File: config.mk
export PLATFORM = sky130hd
export DESIGN_NAME = hnse_ctrl
export DESIGN_NICKNAME = d
export VERILOG_FILES = /design/src/rtl/homogeneous_nfa_step_engine_macros.svh /design/src/rtl/hnse_pkg.sv /design/src/rtl/hnse_ctrl.sv
export SDC_FILE = /design/constraint.sdc
export NUM_CORES = 1
export LEC_CHECK = 0
export ABC_AREA = 1
export ABC_CLOCK_PERIOD_IN_PS = 2100
export BUFFER_PORTS_ARGS = -buffer_cell sky130_fd_sc_hd__buf_2
export CORE_AREA = 2 2 39 41
export DETAILED_ROUTE_END_ITERATION = 10
export DIE_AREA = 0 0 41 43
export PLACE_DENSITY = 0.73
export RECOVER_POWER = 50
export SETUP_SLACK_MARGIN = 0.15
export SYNTH_ARGS = -nofsm -noshare
export SYNTH_HDL_FRONTEND = slang
export SYNTH_SLANG_ARGS = --single-unit
File: constraint.sdc
create_clock -name aclk -period 2.1 [get_ports aclk]
set_input_delay 0.105 -clock aclk [delete_from_list [all_inputs] [get_ports aclk]]
set_output_delay 0.105 -clock aclk [all_outputs]
set_load 0.01 [all_outputs]
File: src/rtl/homogeneous_nfa_step_engine_macros.svh
// Assertion macros for the homogeneous NFA step engine.
`ifndef HOMOGENEOUS_NFA_STEP_ENGINE_MACROS_SVH
`define HOMOGENEOUS_NFA_STEP_ENGINE_MACROS_SVH

`ifndef NO_ASSERTIONS

// expr must hold at every clock edge out of reset
`define HNSE_ASSERT_ALWAYS(lbl, expr, msg) \
    lbl: assert property (@(posedge aclk) disable iff (!aresetn) (expr)) else $error(msg);

// ante in this cycle implies cons in the next cycle
`define HNSE_ASSERT_NEXT(lbl, ante, cons, msg) \
    lbl: assert property (@(posedge aclk) disable iff (!aresetn) (ante) |=> (cons)) \
        else $error(msg);

`else

`define HNSE_ASSERT_ALWAYS(lbl, expr, msg)
`define HNSE_ASSERT_NEXT(lbl, ante, cons, msg)

`endif

`endif

File: src/rtl/hnse_pkg.sv
// Shared types and constants for the homogeneous NFA step engine.
package hnse_pkg;

    localparam int NUM_STATES = 64;
    localparam int IDX_W      = (NUM_STATES > 1) ? $clog2(NUM_STATES) : 1;
    localparam logic [63:0] STATE_MASK = {64{1'b1}} >> (64 - NUM_STATES);

    // request modes
    localparam logic [1:0] MODE_SYMBOL   = 2'd0;
    localparam logic [1:0] MODE_MATCH_WR = 2'd1;
    localparam logic [1:0] MODE_SUCC_WR  = 2'b10;

    // configuration register indexes
    localparam int CFG_IDX_W = 2;
    localparam logic [CFG_IDX_W-1:0] CFG_START_MASK  = 2'd0;
    localparam logic [CFG_IDX_W-1:0] CFG_ALWAYS_MASK = 2'd1;
    localparam logic [CFG_IDX_W-1:0] CFG_REPORT_MASK = 2'd2;

    typedef struct packed {
        logic [1:0]  mode;
        logic [7:0]  symbol;
        logic [31:0] position;
        logic        begin_segment;
        logic        with_start_states;
        logic [7:0]  table_index;
        logic [63:0] table_word;
    } hnse_req_t;

    typedef struct packed {
        logic [31:0] report_position;
        logic [63:0] report_vector;
    } hnse_res_t;

    // controller -> datapath
    typedef struct packed {
        logic             start_sym;
        logic             wr_match;
        logic             wr_succ;
        logic             calc_match;
        logic             emit;
        logic             sweep_rd;
        logic             finish;
        logic [IDX_W-1:0] sweep_idx;
    } hnse_cmd_t;

    // datapath -> controller
    typedef struct packed {
        logic report_nz;
        logic out_free;
    } hnse_stat_t;

endpackage

File: src/rtl/hnse_ctrl.sv
// Sequencer for the homogeneous NFA step engine.
module hnse_ctrl (
    input  logic                aclk,
    input  logic                aresetn,
    input  logic                s_valid,
    input  logic [1:0]          s_mode,
    output logic                s_ready,
    input  hnse_pkg::hnse_stat_t stat,
    output hnse_pkg::hnse_cmd_t  cmd
);
    import hnse_pkg::*;

    localparam logic [2:0] ST_IDLE   = 3'd0;
    localparam logic [2:0] ST_MATCH  = 3'd1;
    localparam logic [2:0] ST_EMIT   = 3'd2;
    localparam logic [2:0] ST_SWEEP  = 3'd3;
    localparam logic [2:0] ST_FINISH = 3'd4;

    logic [2:0]       state_reg, state_next;
    logic [IDX_W-1:0] cnt_reg, cnt_next;

    always_comb begin
        state_next    = state_reg;
        cnt_next      = cnt_reg;
        cmd           = '0;
        cmd.sweep_idx = cnt_reg;
        s_ready       = 1'b0;
        case (state_reg)
            ST_IDLE: begin
                s_ready = 1'b1;
                if (s_valid) begin
                    case (s_mode)
                        MODE_SYMBOL: begin
                            cmd.start_sym = 1'b1;
                            state_next    = ST_MATCH;
                        end
                        MODE_MATCH_WR: cmd.wr_match = 1'b1;
                        MODE_SUCC_WR:  cmd.wr_succ  = 1'b1;
                        default: ;
                    endcase
                end
            end
            ST_MATCH: begin
                cmd.calc_match = 1'b1;
                state_next     = ST_EMIT;
            end
            ST_EMIT: begin
                // hold here while a report is ready but the output is still full
                if (!stat.report_nz || stat.out_free) begin
                    cmd.emit   = 1'b1;
                    cnt_next   = '0;
                    state_next = ST_SWEEP;
                end
            end
            ST_SWEEP: begin
                cmd.sweep_rd = 1'b1;
                if (cnt_reg == IDX_W'(NUM_STATES - 1)) begin
                    state_next = ST_FINISH;
                end else begin
                    cnt_next = cnt_reg + 1'b1;
                end
            end
            ST_FINISH: begin
                cmd.finish = 1'b1;
                state_next = ST_IDLE;
            end
            default: state_next = ST_IDLE;
        endcase
    end

    always_ff @(posedge aclk) begin
        if (!aresetn) begin
            state_reg <= ST_IDLE;
            cnt_reg   <= '0;
        end else begin
            state_reg <= state_next;
            cnt_reg   <= cnt_next;
        end
    end

endmodule

======== Word-level counts from Yosys, hierarchy flattened ========
Cells that the tools add are included.
word-level totals
  register bits ........................... 9
  bits of input ports ..................... 7
  output and inout port bits .............. 14
  logic and storage cells ................. 41
operators by class
  add/subtract/negate cells ............... 1
  equal/unequal tests ..................... 12
  muxes and demuxes ....................... 19
  reduce and logical (&&, ||, !) cells .... 7
operators by type and width
  operator                                                                  count
  3-bit 2-to-1 mux                                                          6
  6-bit 2-to-1 mux                                                          2
  3-bit one-hot mux with 4 select lines                                     1
  6-bit one-hot mux with 2 select lines                                     1
  1-bit 2-to-1 mux                                                          9
  2-bit inequality test (second input constant)                             4
  6-bit by 1-bit adder with 6-bit output (second input constant)            1
  3-bit by 2-bit == test with 1-bit output (second input constant)          2
  6-bit == test (second input constant)                                     1
  4-bit AND reduction                                                       1
  3-bit by 1-bit == test with 1-bit output (second input constant)          1
  3-bit == test (second input constant)                                     1
  3-bit zero test                                                           1
  3-bit AND reduction                                                       1
  2-bit by 1-bit == test with 1-bit output (second input constant)          1
  2-bit == test (second input constant)                                     1
  2-bit zero test                                                           1
  2-bit by 1-bit inequality test with 1-bit output (second input constant)  1
  2-bit nonzero test                                                        1
  1-bit zero test                                                           1
  1-bit logical OR                                                          1

======== Depth between registers and ports, before layout ========
Gate-level depths: netlist (run 1).
  depth after elaboration ................. 4
  gate-level depth with buffers ........... 7
  mapped depth without buffers ............ 7

======== Worst setup path after synthesis (run 1) ========
No wires, ideal clock.
  path type ............................... register -> register
  from .................................... register cnt_reg[0]
  to ...................................... register state_reg[1]
  library setup time ...................... 112 ps
  arrival ................................. 1231 ps
  path slack .............................. 757 ps
  stages on the path, launching flop included .. 7
  period minus slack after synthesis ...... 1343 ps
  path through ............................ dfxtp_1 > ha_1 > nand3_2 > o21ai_4 > nand3_2 > nor2_1 > nor2_1
on the way
  cells in the longest elaborated chain, start to end .. 3
ends and longest elaborated chain
  element                          RTL line         text
  start: declaration               hnse_ctrl.sv:20  logic [IDX_W-1:0] cnt_reg, cnt_next;
  start signal: assignment         hnse_ctrl.sv:77  cnt_reg <= cnt_next;
  6-bit == test                    hnse_ctrl.sv:57  if (cnt_reg == IDX_W'(NUM_STATES - 1)) begin
  2-bit inequality test (no line)  n/a
  4-bit AND reduction (no line)    n/a
  end signal: assignment           hnse_ctrl.sv:76  state_reg <= state_next;
  end: declaration                 hnse_ctrl.sv:19  logic [2:0] state_reg, state_next;
No other way between the ends.
A chain may end at the register's enable or synchronous reset.

==> qor.yml, run 1 <==
placement:
  port_buffers: 20
  hpwlAfterDp_mm: 1.05
  place_ws_ps: 682
  place_congestion: 0.812
  placed_cells: 122
  placed_area_um2: 704
clock_tree:
  hold_buffers: 0
  cts_htree_levels: 1
  cts_setup_buffers: 0
  cts_tree: "yes"
  path_clk_slew_ps: 60
  worstSkewPairLatency_ps: 270
  cts_root_buf: "clkbuf_4"
  cts_resized: 0
  cts.sinks: 9
  cts_max_path_buffers: 2
  cts_made_buffers: 3
routing:
  route.vias.total: 625
  wire_per_inst_um: 10.9
  drt_iter0_markers: 8
  drc: 0
  wirelength_mm: 1.38
  ant_nets: 0
  drt_first_pass_iters: 4
  avgViaCountPerCell: 4.96
logic_synthesis:
  syn_area_per_cell_um2: 6.85
  synth-edff-count: 0
  ys_seq_area_share_pct: 29.9
  synth_most_common_cell: "nand2_1"
  synth_common_cells: "nand2_1 (17), inv_1 (14), nand3_1 (11)"
  syn_nets: 96
  yosys.area.top_type: "dfxtp_1"
  ys_ff_latch: 9
  synth.area.top_cells: "dfxtp_1 (30%), nand2_1 (11%), nand3_1 (9.1%), inv_1 (8.7%), nor2_1 (5.6%)"
  synthDistinctLibCells: 24
  synth_top_area_share_pct: 29.9
  async_flop_share_pct: 0
  synth_area_um2: 603
  synth_warnings: 0
  synth_cells: 88
  ys.flop_type: "dfxtp_1"
power:
  power.switching_uw: 201
  pwr-share-seq_pct: 40.8
  power.internal_uw: 323
  total_power_uw: 524
  clkPwrFrac_pct: 27.0
  p_sw_share_pct: 38.4
  p_leak_nw: 0.356
  p_comb_share_pct: 32.2
  pwr_density_cell_nw_per_um2: 736
  irDropWorstVdd_mv: 0.405
global_route:
  antenna_found_initial: 0
  first_global_vias: 523
  grt_pass1_wl_mm: 2.15
  grt_max_degree: 10
  track_usage_pct: 18.1
  overflow: 0
worst_setup_path:
  start_kind: "register"
  arrival_ps: 1510
  crit_required_ps: 2000
  cp-end-kind: "output pin"
  crit_type: "register to output pin"
  crit_fanout: 7
sta:
  fmax_ghz: 0.620
  skew_ps: 0.780
  setup_viol: 0
  hold_violations: 0
  setup_ws_ps: 486
  worst_pin_slew_ps: 565
  final.setup.tns_ps: 0
  maxSlewViolCount: 0
  fin_crit_sh_pct: 76.9
  slew_headroom_pct: 62.2
  rsz0062_at_grt: "no"
  period_needed_ps: 1610
  hold_ws_ps: 96.7
final_layout:
  fillers: 158
  area_growth_pct: 18.0
  fin_area_um2: 712
  nNetsFinal: 119
  final_util_pct: 51.4
  largest_register_ffs: 6
  insertedDiodeCount: 0
  finalNonFillerCells: 126
  drive_gt1_share_pct: 20.0
min_path:
  holdCritPathClass: "primary input to register"
floorplan:
  die_h_um: 43
  core-area_um2: 1380
  io_pins: 21
  start_util_pct: 43.6
  fp-row-count: 14
  fp.dieArea_um2: 1760
  die_width_um: 41
status:
  outcome: "complete, no violations"
run:
  cap_violations: 0
[layer usage]
layer	track usage (%)	wire length, um	up-vias
li1	-	-	332
met1	22.6	621	277
met2	26.9	666	13
met3	4.71	59	3
met4	10.0	27	0
met5	0	0	-
[critical path, cell delays in order (launching register included)]
cell and delay [ps]:
dfxtp_1 500, nand2_4 60, nor2_1 440, buf_2 230
[cell type report]
class	instances	area (um^2)	share of cell area [%]
Tap cell	16	20.0	2.81
Clock buffer	4	26.3	3.69
Inverter	14	52.6	7.38
Multi-Input combinational cell	63	344	48.3
Timing Repair Buffer	20	88.8	12.5
Sequential cell	9	180	25.3
[cells in the final DEF, fill, tap and decap left out, types with 2 or more instances in the layout]
master	instances
buf_2	11
nand3_2	3
nand3_1	11
clkbuf_4	3
inv_1	14
dfxtp_1	9
nor3_1	2
a21oi_1	5
nand2_1	17
nor2_1	10
nand4_1	2
clkbuf_1	10
nor4_1	2
[path summary, 6_finish.rpt]
check                           slack [ps]    startpoint  cells after the start         end
worst min-delay path                   100       aresetn                      3  cnt_reg[1]
worst max-delay path                   490  state_reg[1]                      3      cmd[7]
worst max register to register         500  state_reg[1]                      5  cnt_reg[1]
worst min register to register         540    cnt_reg[4]                      2  cnt_reg[4]
[cells by family after synthesis]
group,Yosys count,share of synthesized area (%)
AOI/OAI and AO/OA,10,11.4
and+or+nand+nor,52,44.8
buffers and inverters,16,11.8
DFF,9,29.9
adders and majority gates,1,2.07
[power groups by stage]
stage	Sequential (mW)	Combinational (mW)	Clock [mW]
after floorplan	0.210	0.136	0
after global placement	0.216	0.172	0
after detailed placement	0.217	0.174	0
after CTS	0.213	0.175	0.143
after global routing	0.217	0.192	0.151
final	0.214	0.169	0.141
(Power assumes the default switching activity.)
==> run 2, diff against run 1 <==
--- a/config.mk
+++ b/config.mk
@@ -6,12 +6,12 @@
 export NUM_CORES = 1
 export LEC_CHECK = 0
 export ABC_AREA = 1
-export ABC_CLOCK_PERIOD_IN_PS = 2100
+export ABC_CLOCK_PERIOD_IN_PS = 1300
 export BUFFER_PORTS_ARGS = -buffer_cell sky130_fd_sc_hd__buf_2
-export CORE_AREA = 2 2 39 41
+export CORE_MARGIN = 2
+export CORE_UTILIZATION = 42
 export DETAILED_ROUTE_END_ITERATION = 10
-export DIE_AREA = 0 0 41 43
-export PLACE_DENSITY = 0.73
+export PLACE_DENSITY = 0.72
 export RECOVER_POWER = 50
 export SETUP_SLACK_MARGIN = 0.15
 export SYNTH_ARGS = -nofsm -noshare
==> constraint.sdc (replaced) <==
create_clock -name aclk -period 1.3 [get_ports aclk]
set_input_delay 0.065 -clock aclk [delete_from_list [all_inputs] [get_ports aclk]]
set_output_delay 0.065 -clock aclk [all_outputs]
set_load 0.01 [all_outputs]
==> qor.yml, run 2 (synthesis results as in run 1) <==
worst_setup_path:
  cp-end-kind: "register"
  crit_fanout: 5  # -2
  rr_worst_depth: 6  # +1
  r2r_setup_slack_ps: -100  # -600 ps
  arrival_ps: 1550  # +40 ps
  crit_required_ps: 1460  # -540 ps
  reg2reg_to: "state_reg[1]"
  max_stage_delay_ps: 410  # -90 ps
  start_kind: "register"
  cp_slowest_cell: "dfxtp_1"
  r2r_start: "cnt_reg[0]"
  path_cells: "ha_4 > nand3_4 > o21ai_4 > nand3_2 > nor2_2 > nor2_1"
  crit_type: "register to register"
placement:
  hpwlAfterDp_mm: 1.06  # +0.85%
  placed_cells: 125  # +2.5%
  place_congestion: 0.857  # +5.6%
  port_buffers: 20  # unchanged
clock_tree:
  cts_made_buffers: 3  # unchanged
  path_clk_slew_ps: 60  # about the same
  worstSkewPairLatency_ps: 270  # about the same
  cts_root_buf: "clkbuf_4"
  cts_tree: "yes"
  cts.sinks: 9  # unchanged
  cts_htree_levels: 1  # unchanged
  cts_max_path_buffers: 2  # unchanged
global_route:
  grt_pass1_wl_mm: 2.99  # +39%
  first_global_vias: 698  # +33%
  track_usage_pct: 22.7  # +4.6 points
  overflow: 0  # unchanged
  grt_max_degree: 8  # -2
  antenna_found_initial: 0  # unchanged
routing:
  ant_nets: 0  # unchanged
  drt_iter0_markers: 34  # +26
  drc: 0  # unchanged
  wire_per_inst_um: 15.8  # +45%
  wirelength_mm: 2.36  # +72%
  drt_first_pass_iters: 5  # +1
  route.vias.total: 849  # +36%
  avgViaCountPerCell: 5.70  # +15%
final_layout:
  finalNonFillerCells: 149  # +18%
  area_growth_pct: 73.9
  drive_gt1_share_pct: 57.5  # +37 points
  largest_register_ffs: 6  # unchanged
  nNetsFinal: 143  # +20%
  insertedDiodeCount: 0  # unchanged
  mostFrequentLayoutCells: "buf_2 (16), buf_4 (14), nand2_1 (13)"
  final_common_cell: "buf_2"
sta:
  slew_headroom_pct: 81.5  # +19 points
  skew_ps: 4.59  # +3.80 ps
  rsz0062_at_grt: "yes"
  maxSlewViolCount: 0  # unchanged
  fin_crit_sh_pct: 107
  hold_violations: 0  # unchanged
  fmax_ghz: 0.717
  worst_pin_slew_ps: 277  # -288 ps
  setup_viol: 6  # +6
  period_needed_ps: 1400
  setup_ws_ps: -95.3  # -581 ps
min_path:
  holdCritPathClass: "primary input to register"
  holdPathStages: 3  # unchanged
  min_to: "cnt_reg[1]"
  hp-start: "aresetn"
floorplan:
  core-area_um2: 1320  # -4.8%
  die_h_um: 41.9  # -2.6%
  fp.dieArea_um2: 1760  # -0.44%
  start_util_pct: 45.8  # +2.2 points
  die_width_um: 41.9  # +2.2%
  fp-row-count: 13  # -1
  io_pins: 21  # unchanged
run:
  cap_violations: 0  # unchanged
status:
  failed_checks: "setup timing"
  outcome: "finished with violations"
power:
  p_leak_nw: 0.504  # +42%
  total_power_mw: 1.09  # +110%
  pwr_density_cell_nw_per_um2: 1040  # +42%
  irDropWorstVdd_mv: 0.706  # +74%
run 2: changes by cell type in the layout (fill, tap and decap cells not counted), sizes merged:
cell / change
buf: +27
clkbuf: -4
o21ai: +1
run 2: worst max-delay path by stage:
stage / start / endpoint / slack, ps
after floorplan: state_reg[0] / cmd[10] / 80
after global placement: cnt_reg[1] / state_reg[1] / 50
after detailed placement: cnt_reg[0] / state_reg[1] / 20
after CTS: state_reg[2] / cmd[11] / 20
after global routing: cnt_reg[0] / state_reg[1] / -150
final: cnt_reg[0] / state_reg[1] / -100
run 2: worst max-delay path: cells and delay by family, from the launching register on:
kind	cells	cell delay (ps)
adder cells (fa/ha/maj)	1	180
flip-flops	1	410
AO/OA/AOI/OAI	1	250
AND/OR/NAND/NOR	4	450
run 2: per-stage QoR:
step           instance area (um^2)  hold WS [ps]  setup slack [ps]  utilization (%)  setup TNS [ps]
2_1_floorplan                   631           176              76.2                -               0
4_1_cts                         962          48.1              22.2             73.0               0
3_5_place_dp                    761           330              15.8             57.7               0
6_report                       1050          59.4             -95.3             79.6            -254
5_1_grt                        1050          49.4              -152             79.6            -712
3_3_place_gp                    761           324              46.6             57.7               0
run 2: repair_timing:
item,in CTS,in global routing
pin swaps,9,9
setup endpoints to repair,16,17
hold buffers,0,0
buffers inserted,13,6
gates cloned,1,0
resized for setup,25,16
run 2: area by class of cell:
class,instances,area [um^2]
Clock buffer,4,26.3
Fill cell,88,269
Tap cell,15,18.8
Timing Repair Buffer,43,298
Inverter,14,55.1
Multi-Input combinational cell,64,458
Sequential cell,9,193
run 2: where the power goes:
group	internal (mW)	total [mW]	leakage (nW)	switching [mW]
combinational	0.240	0.512	0.413	0.272
clock	0.119	0.224	0.0150	0.105
sequential	0.310	0.359	0.0756	0.0490
run 2: per-layer routing:
| metal | track usage (%) | share of wire [%] | wire length, um | up-vias |
|---|---|---|---|---|
| li1 | - | - | - | 385 |
| met1 | 26.9 | 36 | 852 | 410 |
| met2 | 38.8 | 54 | 1280 | 44 |
| met3 | 7.83 | 6.9 | 162 | 10 |
| met4 | 5.81 | 2.9 | 68 | 0 |
| met5 | 0 | 0 | 0 | - |
